[config.mk]
export PLATFORM = sky130hd
export DESIGN_NAME = rossler_attractor_step
export DESIGN_NICKNAME = d
export VERILOG_FILES = /design/src/rtl/ras_pkg.sv /design/src/rtl/ras_alu.sv /design/src/rtl/ras_seq.sv /design/src/rtl/rossler_attractor_step.sv
export SDC_FILE = /design/constraint.sdc
export NUM_CORES = 2
export LEC_CHECK = 0
export BUFFER_PORTS_ARGS = -buffer_cell sky130_fd_sc_hd__buf_2
export CAP_MARGIN = 20
export CELL_PAD_IN_SITES_DETAIL_PLACEMENT = 0
export CELL_PAD_IN_SITES_GLOBAL_PLACEMENT = 1
export CORE_MARGIN = 4
export CORE_UTILIZATION = 46
export DETAILED_ROUTE_END_ITERATION = 7
export PLACE_DENSITY_LB_ADDON = 0.1
export SLEW_MARGIN = 20
export SYNTH_ARGS = -nofsm -noshare
export SYNTH_HDL_FRONTEND = slang
export SYNTH_SLANG_ARGS = --single-unit
[constraint.sdc]
create_clock -name i_clk -period 8.6 [get_ports i_clk]
set_input_delay 0.43 -clock i_clk [delete_from_list [all_inputs] [get_ports i_clk]]
set_output_delay 0.43 -clock i_clk [all_outputs]
set_load 0.005 [all_outputs]
[src/rtl/ras_pkg.sv]
// ----------------------------------------------------------------------------
// ras_pkg: shared types and constants of the Rossler step block
// Word format, request codes, shared-unit operations, operand codes and the
// control word that the sequencer hands to the datapath.
// ----------------------------------------------------------------------------
package ras_pkg;

    localparam int WORD_BITS = 32;
    localparam int FRAC_BITS = 24;
    localparam int DT_BITS   = 25;
    localparam int REQ_BITS  = 3;
    localparam int CFG_BITS  = 3;

    localparam longint ONE_L = 64'sd1 <<< FRAC_BITS;
    localparam logic signed [WORD_BITS-1:0] ONE_Q  = WORD_BITS'(ONE_L);
    localparam logic signed [WORD_BITS-1:0] DEF_AB = WORD_BITS'((ONE_L * 2 + 5) / 10);
    localparam logic signed [WORD_BITS-1:0] DEF_C  = WORD_BITS'((ONE_L * 57 + 5) / 10);
    localparam logic [DT_BITS-1:0]          DEF_DT = DT_BITS'((ONE_L + 50) / 100);

    typedef enum logic [REQ_BITS-1:0] {
        REQ_STEP    = 3'd0,
        REQ_RESTORE = 3'd1,
        REQ_LOAD_X  = 3'd2,
        REQ_LOAD_Y  = 3'd3,
        REQ_LOAD_Z  = 3'd4
    } t_req;

    typedef enum logic [CFG_BITS-1:0] {
        CFG_COEF_A   = 3'd0,
        CFG_COEF_B   = 3'd1,
        CFG_COEF_C   = 3'd2,
        CFG_STEP     = 3'd3,
        CFG_START_X  = 3'd4,
        CFG_START_Y  = 3'd5,
        CFG_START_Z  = 3'd6,
        CFG_EMIT     = 3'd7
    } t_cfg;

    // Saturating add, saturating subtract, rounded product with FRAC_BITS
    // shift, and the same product with one more bit of shift (halving).
    typedef enum logic [1:0] {
        OP_ADD       = 2'd0,
        OP_SUB       = 2'd1,
        OP_MULQ      = 2'd2,
        OP_MULQ_HALF = 2'd3
    } t_op;

    typedef enum logic [3:0] {
        SRC_ZERO = 4'd0,
        SRC_X    = 4'd1,
        SRC_Y    = 4'd2,
        SRC_Z    = 4'd3,
        SRC_A    = 4'd4,
        SRC_B    = 4'd5,
        SRC_C    = 4'd6,
        SRC_DT   = 4'd7,
        SRC_FX   = 4'd8,
        SRC_FY   = 4'd9,
        SRC_FZ   = 4'd10,
        SRC_PX   = 4'd11,
        SRC_PY   = 4'd12,
        SRC_PZ   = 4'd13,
        SRC_T0   = 4'd14,
        SRC_T1   = 4'd15
    } t_src;

    typedef struct packed {
        t_op  op;
        t_src src_a;
        t_src src_b;
        t_src dst;
        logic wr;
    } t_ctrl;

endpackage

[src/rtl/ras_alu.sv]
// ----------------------------------------------------------------------------
// ras_alu: shared arithmetic unit
// Saturating add and subtract are combinational; the fixed-point multiply
// registers the product, then rounds half away from zero and saturates.
// ----------------------------------------------------------------------------
module ras_alu (
    input  logic                                 i_clk,
    input  ras_pkg::t_op                         i_op,
    input  logic signed [ras_pkg::WORD_BITS-1:0] i_a,
    input  logic signed [ras_pkg::WORD_BITS-1:0] i_b,
    output logic signed [ras_pkg::WORD_BITS-1:0] o_y
);

    localparam int W = ras_pkg::WORD_BITS;
    localparam int P = 2 * W;
    localparam int F = ras_pkg::FRAC_BITS;

    localparam logic signed [P-1:0] SAT_HI = {{(P-W+1){1'b0}}, {(W-1){1'b1}}};
    localparam logic signed [P-1:0] SAT_LO = ~SAT_HI;
    localparam logic signed [P-1:0] RND    = P'(64'sd1 <<< (F - 1));
    localparam logic signed [P-1:0] RND_H  = P'(64'sd1 <<< F);
    localparam logic signed [W-1:0] W_MAX  = {1'b0, {(W-1){1'b1}}};
    localparam logic signed [W-1:0] W_MIN  = {1'b1, {(W-1){1'b0}}};

    logic signed [P-1:0] r_prod;
    logic signed [P-1:0] rnd;
    logic signed [P-1:0] biased;
    logic signed [P-1:0] shifted;
    logic signed [W-1:0] q_sat;
    logic signed [W:0]   sum;
    logic signed [W-1:0] s_sat;

    always_ff @(posedge i_clk) begin
        r_prod <= i_a * i_b;
    end

    // Rounding away from zero: a negative product takes one less bias and
    // the arithmetic shift then floors toward minus infinity.
    always_comb begin
        rnd = (i_op == ras_pkg::OP_MULQ_HALF) ? RND_H : RND;
        if (r_prod[P-1]) begin
            rnd = rnd - P'(1);
        end
        biased = r_prod + rnd;
        if (i_op == ras_pkg::OP_MULQ_HALF) begin
            shifted = biased >>> (F + 1);
        end else begin
            shifted = biased >>> F;
        end
        if (shifted > SAT_HI) begin
            q_sat = W_MAX;
        end else if (shifted < SAT_LO) begin
            q_sat = W_MIN;
        end else begin
            q_sat = shifted[W-1:0];
        end
    end

    always_comb begin
        if (i_op == ras_pkg::OP_SUB) begin
            sum = {i_a[W-1], i_a} - {i_b[W-1], i_b};
        end else begin
            sum = {i_a[W-1], i_a} + {i_b[W-1], i_b};
        end
        if (sum[W] != sum[W-1]) begin
            s_sat = sum[W] ? W_MIN : W_MAX;
        end else begin
            s_sat = sum[W-1:0];
        end
    end

    always_comb begin
        case (i_op)
            ras_pkg::OP_ADD,
            ras_pkg::OP_SUB:  o_y = s_sat;
            default:          o_y = q_sat;
        endcase
    end

endmodule

[src/rtl/ras_seq.sv]
// ----------------------------------------------------------------------------
// ras_seq: microcode sequencer for one Heun step
// Walks the fixed operation list that evaluates the derivative, the
// predictor, the derivative at the predicted point and the corrector.
// ----------------------------------------------------------------------------
module ras_seq (
    input  logic           i_clk,
    input  logic           i_rst_n,
    input  logic           i_start,
    output logic           o_busy,
    output ras_pkg::t_ctrl o_ctrl
);

    localparam int PC_BITS   = 5;
    localparam logic [PC_BITS-1:0] LAST_STEP = PC_BITS'(30);

    typedef enum logic [1:0] {
        ST_IDLE = 2'b01,
        ST_RUN  = 2'b10
    } t_state;

    t_state             r_state, n_state;
    logic [PC_BITS-1:0] r_pc, n_pc;
    logic               r_phase, n_phase;
    ras_pkg::t_ctrl     rom;
    logic               is_mul;
    logic               wr;

    function automatic ras_pkg::t_ctrl mk(ras_pkg::t_op op, ras_pkg::t_src a,
                                          ras_pkg::t_src b, ras_pkg::t_src d);
        ras_pkg::t_ctrl c;
        c.op    = op;
        c.src_a = a;
        c.src_b = b;
        c.dst   = d;
        c.wr    = 1'b0;
        return c;
    endfunction

    always_comb begin
        case (r_pc)
            // Derivative at the current point into FX, FY, FZ.
            5'd0:  rom = mk(ras_pkg::OP_ADD,  ras_pkg::SRC_Y,    ras_pkg::SRC_Z,  ras_pkg::SRC_T0);
            5'd1:  rom = mk(ras_pkg::OP_SUB,  ras_pkg::SRC_ZERO, ras_pkg::SRC_T0, ras_pkg::SRC_FX);
            5'd2:  rom = mk(ras_pkg::OP_MULQ, ras_pkg::SRC_A,    ras_pkg::SRC_Y,  ras_pkg::SRC_T0);
            5'd3:  rom = mk(ras_pkg::OP_ADD,  ras_pkg::SRC_X,    ras_pkg::SRC_T0, ras_pkg::SRC_FY);
            5'd4:  rom = mk(ras_pkg::OP_MULQ, ras_pkg::SRC_X,    ras_pkg::SRC_Z,  ras_pkg::SRC_T0);
            5'd5:  rom = mk(ras_pkg::OP_ADD,  ras_pkg::SRC_B,    ras_pkg::SRC_T0, ras_pkg::SRC_T0);
            5'd6:  rom = mk(ras_pkg::OP_MULQ, ras_pkg::SRC_C,    ras_pkg::SRC_Z,  ras_pkg::SRC_T1);
            5'd7:  rom = mk(ras_pkg::OP_SUB,  ras_pkg::SRC_T0,   ras_pkg::SRC_T1, ras_pkg::SRC_FZ);
            // Predicted point.
            5'd8:  rom = mk(ras_pkg::OP_MULQ, ras_pkg::SRC_DT,   ras_pkg::SRC_FX, ras_pkg::SRC_T0);
            5'd9:  rom = mk(ras_pkg::OP_ADD,  ras_pkg::SRC_X,    ras_pkg::SRC_T0, ras_pkg::SRC_PX);
            5'd10: rom = mk(ras_pkg::OP_MULQ, ras_pkg::SRC_DT,   ras_pkg::SRC_FY, ras_pkg::SRC_T0);
            5'd11: rom = mk(ras_pkg::OP_ADD,  ras_pkg::SRC_Y,    ras_pkg::SRC_T0, ras_pkg::SRC_PY);
            5'd12: rom = mk(ras_pkg::OP_MULQ, ras_pkg::SRC_DT,   ras_pkg::SRC_FZ, ras_pkg::SRC_T0);
            5'd13: rom = mk(ras_pkg::OP_ADD,  ras_pkg::SRC_Z,    ras_pkg::SRC_T0, ras_pkg::SRC_PZ);
            // Derivative at the predicted point, summed into FX, FY, FZ.
            5'd14: rom = mk(ras_pkg::OP_ADD,  ras_pkg::SRC_PY,   ras_pkg::SRC_PZ, ras_pkg::SRC_T0);
            5'd15: rom = mk(ras_pkg::OP_SUB,  ras_pkg::SRC_ZERO, ras_pkg::SRC_T0, ras_pkg::SRC_T0);
            5'd16: rom = mk(ras_pkg::OP_ADD,  ras_pkg::SRC_FX,   ras_pkg::SRC_T0, ras_pkg::SRC_FX);
            5'd17: rom = mk(ras_pkg::OP_MULQ, ras_pkg::SRC_A,    ras_pkg::SRC_PY, ras_pkg::SRC_T0);
            5'd18: rom = mk(ras_pkg::OP_ADD,  ras_pkg::SRC_PX,   ras_pkg::SRC_T0, ras_pkg::SRC_T0);
            5'd19: rom = mk(ras_pkg::OP_ADD,  ras_pkg::SRC_FY,   ras_pkg::SRC_T0, ras_pkg::SRC_FY);
            5'd20: rom = mk(ras_pkg::OP_MULQ, ras_pkg::SRC_PX,   ras_pkg::SRC_PZ, ras_pkg::SRC_T0);
            5'd21: rom = mk(ras_pkg::OP_ADD,  ras_pkg::SRC_B,    ras_pkg::SRC_T0, ras_pkg::SRC_T0);
            5'd22: rom = mk(ras_pkg::OP_MULQ, ras_pkg::SRC_C,    ras_pkg::SRC_PZ, ras_pkg::SRC_T1);
            5'd23: rom = mk(ras_pkg::OP_SUB,  ras_pkg::SRC_T0,   ras_pkg::SRC_T1, ras_pkg::SRC_T0);
            5'd24: rom = mk(ras_pkg::OP_ADD,  ras_pkg::SRC_FZ,   ras_pkg::SRC_T0, ras_pkg::SRC_FZ);
            // Corrector: half the summed slopes times dt.
            5'd25: rom = mk(ras_pkg::OP_MULQ_HALF, ras_pkg::SRC_DT, ras_pkg::SRC_FX, ras_pkg::SRC_T0);
            5'd26: rom = mk(ras_pkg::OP_ADD,  ras_pkg::SRC_X,    ras_pkg::SRC_T0, ras_pkg::SRC_X);
            5'd27: rom = mk(ras_pkg::OP_MULQ_HALF, ras_pkg::SRC_DT, ras_pkg::SRC_FY, ras_pkg::SRC_T0);
            5'd28: rom = mk(ras_pkg::OP_ADD,  ras_pkg::SRC_Y,    ras_pkg::SRC_T0, ras_pkg::SRC_Y);
            5'd29: rom = mk(ras_pkg::OP_MULQ_HALF, ras_pkg::SRC_DT, ras_pkg::SRC_FZ, ras_pkg::SRC_T0);
            5'd30: rom = mk(ras_pkg::OP_ADD,  ras_pkg::SRC_Z,    ras_pkg::SRC_T0, ras_pkg::SRC_Z);
            default: rom = mk(ras_pkg::OP_ADD, ras_pkg::SRC_ZERO, ras_pkg::SRC_ZERO,
                              ras_pkg::SRC_ZERO);
        endcase
    end

    // A multiply fills the product register while r_phase is low and writes
    // back once r_phase is set.
    assign is_mul = (rom.op == ras_pkg::OP_MULQ) || (rom.op == ras_pkg::OP_MULQ_HALF);
    assign wr     = (r_state == ST_RUN) && (!is_mul || r_phase);

    always_comb begin
        o_ctrl    = rom;
        o_ctrl.wr = wr;
    end

    assign o_busy = (r_state == ST_RUN);

    always_comb begin
        n_state = r_state;
        n_pc    = r_pc;
        n_phase = r_phase;
        case (r_state)
            ST_IDLE: begin
                n_pc    = '0;
                n_phase = 1'b0;
                if (i_start) begin
                    n_state = ST_RUN;
                end
            end
            ST_RUN: begin
                if (wr) begin
                    n_phase = 1'b0;
                    n_pc    = r_pc + PC_BITS'(1);
                    if (r_pc == LAST_STEP) begin
                        n_state = ST_IDLE;
                    end
                end else begin
                    n_phase = 1'b1;
                end
            end
            default: n_state = ST_IDLE;
        endcase
    end

    always_ff @(posedge i_clk) begin
        if (!i_rst_n) begin
            r_state <= ST_IDLE;
            r_pc    <= '0;
            r_phase <= 1'b0;
        end else begin
            r_state <= n_state;
            r_pc    <= n_pc;
            r_phase <= n_phase;
        end
    end

endmodule

[src/rtl/rossler_attractor_step.sv]
// ----------------------------------------------------------------------------
// rossler_attractor_step: Rossler attractor noise source, Heun integration
// Holds a point of x'=-(y+z), y'=x+a*y, z'=b+x*z-c*z in signed Q8.24 and
// advances it one predictor-corrector step per step request, and per load request when emit on load is set.
// ----------------------------------------------------------------------------
// A step request is accepted and emits the point as it stood; the advance
// then runs 31 operations on one shared add/multiply unit, 19 saturating
// adds and 12 multiplies, and the input stays not ready until it is done.
// A load request with emit on load set starts the advance too; restore and
// load requests without emit do not. A new request is taken only when the
// output beat is free or being taken in the same cycle.
// Every sum and product saturates to the Q8.24 range; products round half
// away from zero. Configuration writes are taken in any cycle.
module rossler_attractor_step (
    input  logic        i_clk,
    input  logic        i_rst_n,
    input  logic        i_cfg_valid,
    output logic        o_cfg_ready,
    input  logic [2:0]  i_cfg_index,
    input  logic [31:0] i_cfg_data,
    input  logic        i_s_axis_tvalid,
    output logic        o_s_axis_tready,
    input  logic [31:0] i_s_axis_tdata,  // [31:0] load_value
    input  logic [2:0]  i_s_axis_tuser,  // [2:0] req_type
    output logic        o_m_axis_tvalid,
    input  logic        i_m_axis_tready,
    output logic [95:0] o_m_axis_tdata   // [31:0] out_x, [63:32] out_y, [95:64] out_z
);

    localparam int W = ras_pkg::WORD_BITS;

    logic signed [W-1:0] r_coef_a, r_coef_b, r_coef_c;
    logic [ras_pkg::DT_BITS-1:0] r_dt;
    logic signed [W-1:0] r_start_x, r_start_y, r_start_z;
    logic                r_emit_on_load;
    logic signed [W-1:0] r_pos_x, r_pos_y, r_pos_z;
    logic signed [W-1:0] r_fx, r_fy, r_fz, r_px, r_py, r_pz, r_t0, r_t1;
    logic signed [W-1:0] r_out_x, r_out_y, r_out_z;
    logic                r_out_valid, n_out_valid;

    ras_pkg::t_ctrl      ctrl;
    logic                busy;
    logic                in_acc;
    logic                emit;
    ras_pkg::t_req       req;
    logic signed [W-1:0] load_v;
    logic signed [W-1:0] opa, opb, alu_y;
    logic signed [W-1:0] new_x, new_y, new_z;

    function automatic logic signed [W-1:0] pick(
        ras_pkg::t_src s,
        logic signed [W-1:0] x, logic signed [W-1:0] y, logic signed [W-1:0] z,
        logic signed [W-1:0] a, logic signed [W-1:0] b, logic signed [W-1:0] c,
        logic signed [W-1:0] dt,
        logic signed [W-1:0] fx, logic signed [W-1:0] fy, logic signed [W-1:0] fz,
        logic signed [W-1:0] px, logic signed [W-1:0] py, logic signed [W-1:0] pz,
        logic signed [W-1:0] t0, logic signed [W-1:0] t1);
        logic signed [W-1:0] v;
        case (s)
            ras_pkg::SRC_X:  v = x;
            ras_pkg::SRC_Y:  v = y;
            ras_pkg::SRC_Z:  v = z;
            ras_pkg::SRC_A:  v = a;
            ras_pkg::SRC_B:  v = b;
            ras_pkg::SRC_C:  v = c;
            ras_pkg::SRC_DT: v = dt;
            ras_pkg::SRC_FX: v = fx;
            ras_pkg::SRC_FY: v = fy;
            ras_pkg::SRC_FZ: v = fz;
            ras_pkg::SRC_PX: v = px;
            ras_pkg::SRC_PY: v = py;
            ras_pkg::SRC_PZ: v = pz;
            ras_pkg::SRC_T0: v = t0;
            ras_pkg::SRC_T1: v = t1;
            default:         v = '0;
        endcase
        return v;
    endfunction

    assign req    = ras_pkg::t_req'(i_s_axis_tuser);
    assign load_v = i_s_axis_tdata;

    assign o_cfg_ready     = 1'b1;
    assign o_s_axis_tready = !busy && (!r_out_valid || i_m_axis_tready);
    assign in_acc          = i_s_axis_tvalid && o_s_axis_tready;

    always_comb begin
        case (req)
            ras_pkg::REQ_STEP:   emit = 1'b1;
            ras_pkg::REQ_LOAD_X,
            ras_pkg::REQ_LOAD_Y,
            ras_pkg::REQ_LOAD_Z: emit = r_emit_on_load;
            default:             emit = 1'b0;
        endcase
    end

    // The point as it stands after this request's restore or load.
    always_comb begin
        new_x = r_pos_x;
        new_y = r_pos_y;
        new_z = r_pos_z;
        case (req)
            ras_pkg::REQ_RESTORE: begin
                new_x = r_start_x;
                new_y = r_start_y;
                new_z = r_start_z;
            end
            ras_pkg::REQ_LOAD_X: new_x = load_v;
            ras_pkg::REQ_LOAD_Y: new_y = load_v;
            ras_pkg::REQ_LOAD_Z: new_z = load_v;
            default: ;
        endcase
    end

    ras_seq u_seq (
        .i_clk   (i_clk),
        .i_rst_n (i_rst_n),
        .i_start (in_acc && emit),
        .o_busy  (busy),
        .o_ctrl  (ctrl)
    );

    always_comb begin
        opa = pick(ctrl.src_a, r_pos_x, r_pos_y, r_pos_z, r_coef_a, r_coef_b, r_coef_c,
                   W'(r_dt), r_fx, r_fy, r_fz, r_px, r_py, r_pz, r_t0, r_t1);
        opb = pick(ctrl.src_b, r_pos_x, r_pos_y, r_pos_z, r_coef_a, r_coef_b, r_coef_c,
                   W'(r_dt), r_fx, r_fy, r_fz, r_px, r_py, r_pz, r_t0, r_t1);
    end

    ras_alu u_alu (
        .i_clk (i_clk),
        .i_op  (ctrl.op),
        .i_a   (opa),
        .i_b   (opb),
        .o_y   (alu_y)
    );

    always_ff @(posedge i_clk) begin
        if (ctrl.wr) begin
            case (ctrl.dst)
                ras_pkg::SRC_FX: r_fx <= alu_y;
                ras_pkg::SRC_FY: r_fy <= alu_y;
                ras_pkg::SRC_FZ: r_fz <= alu_y;
                ras_pkg::SRC_PX: r_px <= alu_y;
                ras_pkg::SRC_PY: r_py <= alu_y;
                ras_pkg::SRC_PZ: r_pz <= alu_y;
                ras_pkg::SRC_T0: r_t0 <= alu_y;
                ras_pkg::SRC_T1: r_t1 <= alu_y;
                default: ;
            endcase
        end
    end

    always_ff @(posedge i_clk) begin
        if (!i_rst_n) begin
            r_pos_x <= ras_pkg::ONE_Q;
            r_pos_y <= ras_pkg::ONE_Q;
            r_pos_z <= ras_pkg::ONE_Q;
        end else if (in_acc) begin
            r_pos_x <= new_x;
            r_pos_y <= new_y;
            r_pos_z <= new_z;
        end else if (ctrl.wr) begin
            case (ctrl.dst)
                ras_pkg::SRC_X: r_pos_x <= alu_y;
                ras_pkg::SRC_Y: r_pos_y <= alu_y;
                ras_pkg::SRC_Z: r_pos_z <= alu_y;
                default: ;
            endcase
        end
    end

    always_ff @(posedge i_clk) begin
        if (!i_rst_n) begin
            r_coef_a       <= ras_pkg::DEF_AB;
            r_coef_b       <= ras_pkg::DEF_AB;
            r_coef_c       <= ras_pkg::DEF_C;
            r_dt           <= ras_pkg::DEF_DT;
            r_start_x      <= ras_pkg::ONE_Q;
            r_start_y      <= ras_pkg::ONE_Q;
            r_start_z      <= ras_pkg::ONE_Q;
            r_emit_on_load <= 1'b0;
        end else if (i_cfg_valid) begin
            case (ras_pkg::t_cfg'(i_cfg_index))
                ras_pkg::CFG_COEF_A:  r_coef_a       <= i_cfg_data;
                ras_pkg::CFG_COEF_B:  r_coef_b       <= i_cfg_data;
                ras_pkg::CFG_COEF_C:  r_coef_c       <= i_cfg_data;
                ras_pkg::CFG_STEP:    r_dt           <= i_cfg_data[ras_pkg::DT_BITS-1:0];
                ras_pkg::CFG_START_X: r_start_x      <= i_cfg_data;
                ras_pkg::CFG_START_Y: r_start_y      <= i_cfg_data;
                ras_pkg::CFG_START_Z: r_start_z      <= i_cfg_data;
                ras_pkg::CFG_EMIT:    r_emit_on_load <= i_cfg_data[0];
                default: ;
            endcase
        end
    end

    // Output beat: loaded with the point before the advance starts.
    always_comb begin
        n_out_valid = r_out_valid && !i_m_axis_tready;
        if (in_acc && emit) begin
            n_out_valid = 1'b1;
        end
    end

    always_ff @(posedge i_clk) begin
        if (!i_rst_n) begin
            r_out_valid <= 1'b0;
        end else begin
            r_out_valid <= n_out_valid;
        end
    end

    always_ff @(posedge i_clk) begin
        if (in_acc && emit) begin
            r_out_x <= new_x;
            r_out_y <= new_y;
            r_out_z <= new_z;
        end
    end

    assign o_m_axis_tvalid = r_out_valid;
    assign o_m_axis_tdata  = {r_out_z, r_out_y, r_out_x};

endmodule
==> flow_metrics.env <==
export IMPL_routed_via_count=69986
export IMPL_violations="DRC, setup timing"
export IMPL_post_route_period_util_pct=108.6
export IMPL_cp_start_kind="flip-flop"
export IMPL_grt_util_all_layers_pct=39.69
export IMPL_dr_pass1_iters=8
export IMPL_start_util_pct=46.27
export IMPL_synthAdderAreaFrac_pct=33.02
export IMPL_seq_area_frac_synth_pct=24.69
export IMPL_syn_area_um2=75320
export IMPL_worstPathMaxFanout=8
export IMPL_clk_path_buf_depth=3
export IMPL_cts_max_level=3
export IMPL_relSlewSlack_pct=18.30
export IMPL_final_common_cell="nand2_1"
export IMPL_ys_seq_elements=753
export IMPL_async_reset_ff_share_pct=0
export IMPL_p_leak_nw=42.95
export IMPL_drc=6
export IMPL_rrSetupSlack_ps=-740
export IMPL_antenna_found_initial=10
export IMPL_cap_violations=0
export IMPL_syn_inst=8260
export IMPL_wire_per_inst_um=29.07
export IMPL_ctsRootBufferMaster="clkbuf_16"
export IMPL_crit_top_cell="fa_1"
export IMPL_ir_drop_v=0.0001672
export IMPL_fp_dieH_um=412.7
export IMPL_fin_crit_ps=9344
export IMPL_setup_ws_ps=-743.6
export IMPL_grt_start_max_net_pins=102
export IMPL_cp_startpoint="u_seq.rom[5]$_DFF_P_"
export IMPL_clock_latency_ps=700
export IMPL_syn_avg_cell_area_um2=9.119
export IMPL_min_from="i_cfg_data[28]"
export IMPL_synth_simple_area_share_pct=15.73
export IMPL_cts_tree="done"
export IMPL_power_density_nw_per_um2=159.9
export IMPL_worstMarginPinSlew_ps=1225
export IMPL_path_class="flip-flop to flip-flop"
export IMPL_finClkSkew_ps=36.81
export IMPL_wl_um=341200
export IMPL_drive_gt1_share_pct=24.04
export IMPL_required_ps=9210
export IMPL_dr_first_iter_drc_count=7761
export IMPL_synth_nets=9673
export IMPL_grt_pass1_wl_um=487900
export IMPL_rsz0062_at_grt="true"
export IMPL_io_pins=174
export IMPL_syn_to_final_growth_pct=27.08
export IMPL_synth_xor_area_share_pct=1.709
export IMPL_whs_ps=51.39
export IMPL_setup_viol=29
export IMPL_final_cell_mix="1265 x nand2_1, 1230 x buf_4, 1087 x inv_1, 1051 x fa_1, 619 x nor2_1"
export IMPL_synth_warnings=0
export IMPL_row_count=148
export IMPL_hpwl_um=273400
export IMPL_ctsHoldBuffers=0
export IMPL_tns_ps=-12380
export IMPL_cpMaxStageDelayCell="fa_1"
export IMPL_hold_path_class="input pin to flip-flop"
export IMPL_cts_sinks=753
export IMPL_finalHoldViolCount=0
export IMPL_critical_path_arrival_ps=9960
export IMPL_final_nets=10903
export IMPL_r2r_start="u_seq.rom[5]$_DFF_P_"
export IMPL_core_area_um2=162800
export IMPL_die_w_um=412.7
export IMPL_path_clk_slew_ps=60
export IMPL_slew_viol_final=0
export IMPL_place_congestion=1.100
export IMPL_synth_compound_area_share_pct=14.42
export IMPL_synth_flop_cell="dfxtp_1"
export IMPL_port_buffer_count=172
export IMPL_grt_ovfl_total=0
export IMPL_synth_edf_count=352
export IMPL_pre_cts_slack_ps=-1266
export IMPL_die_area_um2=170300
export IMPL_slowest_delay_ps=620
export IMPL_synth_top_family_by_area="adder cells"
export IMPL_synth_area_mux_share_pct=1.915
export IMPL_worstSetupEndpointType="flip-flop"
export IMPL_drtAntennaViolNets=0
export IMPL_cts_made_buffers=81
export IMPL_synthDistinctLibCells=102
export IMPL_grt_pass1_vias=70938
export IMPL_viasPerCell=5.962
export IMPL_run_status="complete, but fails checks"
export IMPL_timing_fmax_mhz=107.0
[cell type report]
type | instances | area, µm²
antenna | 5 | 12.51
clock buffer | 97 | 2221
clock inverter | 54 | 700.7
fill | 14447 | 67050
inverter | 1125 | 4245
multi-input combinational | 5870 | 52650
sequential | 753 | 18630
tap | 2175 | 2721
timing repair buffer | 1659 | 14550
[metal layers]
layer / vias to the layer above / share of wire, % / track usage [%]
met2: 3720 / 45 / 61.80
met4: 2 / 7.9 / 24.52
met1: 35498 / 39 / 51.27
met5: - / 0.0038 / 0
li1: 29786 / - / -
met3: 980 / 9.0 / 7.524
[registers in the layout, summed over array words and instances, names as in the netlist, 5 cells and up]
signal,cells
r_pos_z,32
r_py,32
r_start_y,32
u_seq.r_pc,5
r_start_x,32
r_pz,32
r_pos_x,32
r_out_x,32
r_fz,32
r_start_z,32
r_out_y,32
u_alu.r_prod,64
r_coef_c,32
r_t0,32
r_fx,32
r_dt,25
r_pos_y,32
r_px,32
u_seq.rom,14
r_coef_b,32
r_fy,32
r_t1,32
r_coef_a,32
r_out_z,32
[worst max-delay path: cells and delay by family (launching register included)]
kind / cells / cell delay, ps
buf+inv: 11 / 1410
simple gates: 1 / 50
flops: 1 / 480
xor+xnor: 1 / 120
compound gates: 12 / 2320
fa+ha+maj: 9 / 4550
mux: 1 / 320
[cells by family after synthesis]
kind of cell,after synthesis
AO/OA/AOI/OAI,1565
XOR/XNOR,147
adder cells (fa/ha/maj),1338
buffers and inverters,1637
flip-flops,753
multiplexers,130
other,1
AND/OR/NAND/NOR,2689
[synthesized netlist by cell type (45+ instances only)]
master	count	area, µm²
mux2i_1	80	800.8
nor2_1	673	2526
a21boi_0	174	1306
edfxtp_1	352	10570
a22oi_1	309	2320
clkbuf_1	393	1475
ha_1	255	3191
nand4_1	62	387.9
nand3_1	172	860.8
or3_1	60	375.4
xor2_1	45	394.1
nand2b_1	74	462.9
nor3_1	101	505.5
a21oi_1	335	1677
fa_1	1083	21680
nand2_1	1287	4831
inv_1	1111	4170
a21o_1	79	593.1
dfxtp_1	401	8028
o21ai_0	212	1061
xnor2_1	102	893.4
[per-stage QoR]
step | instance area [µm²] | instances | power [mW] | util [%]
after floorplan | 75730 | 8260 | 7.983 | -
after global placement | 88810 | 11409 | 10.72 | 54.56
after detailed placement | 88830 | 11410 | 10.78 | 54.57
after CTS | 94470 | 11693 | 14.98 | 58.04
after global routing | 95710 | 11733 | 16.04 | 58.80
final | 95720 | 11738 | 15.30 | 58.81
[final timing paths]
| kind | endpoint | depth (start not counted) |
|---|---|---|
| hold reg to reg | r_start_x[14]$_SDFFE_PN0P_ | 2 |
| setup reg to reg | u_alu.r_prod[61]$_DFF_P_ | 35 |
| setup / recovery | u_alu.r_prod[61]$_DFF_P_ | 35 |
| hold / removal | r_start_y[28]$_SDFFE_PN0P_ | 3 |
[where the power goes]
| group | leakage (nW) | internal (mW) | switching [mW] | total (mW) |
|---|---|---|---|---|
| clock network | 1.42 | 2.23 | 1.67 | 3.90 |
| registers | 6.49 | 4.10 | 0.214 | 4.31 |
| logic | 35.0 | 2.99 | 4.11 | 7.09 |
| total | 42.9 | 9.32 | 5.99 | 15.3 |
[timing repair]
action,in CTS,in global routing
gates resized for setup,331,186
endpoints found under the setup margin,46,76
buffers inserted,134,42
gates cloned,3,5
pin swaps,111,93
No activity file was read; power rests on OpenSTA's default activity.
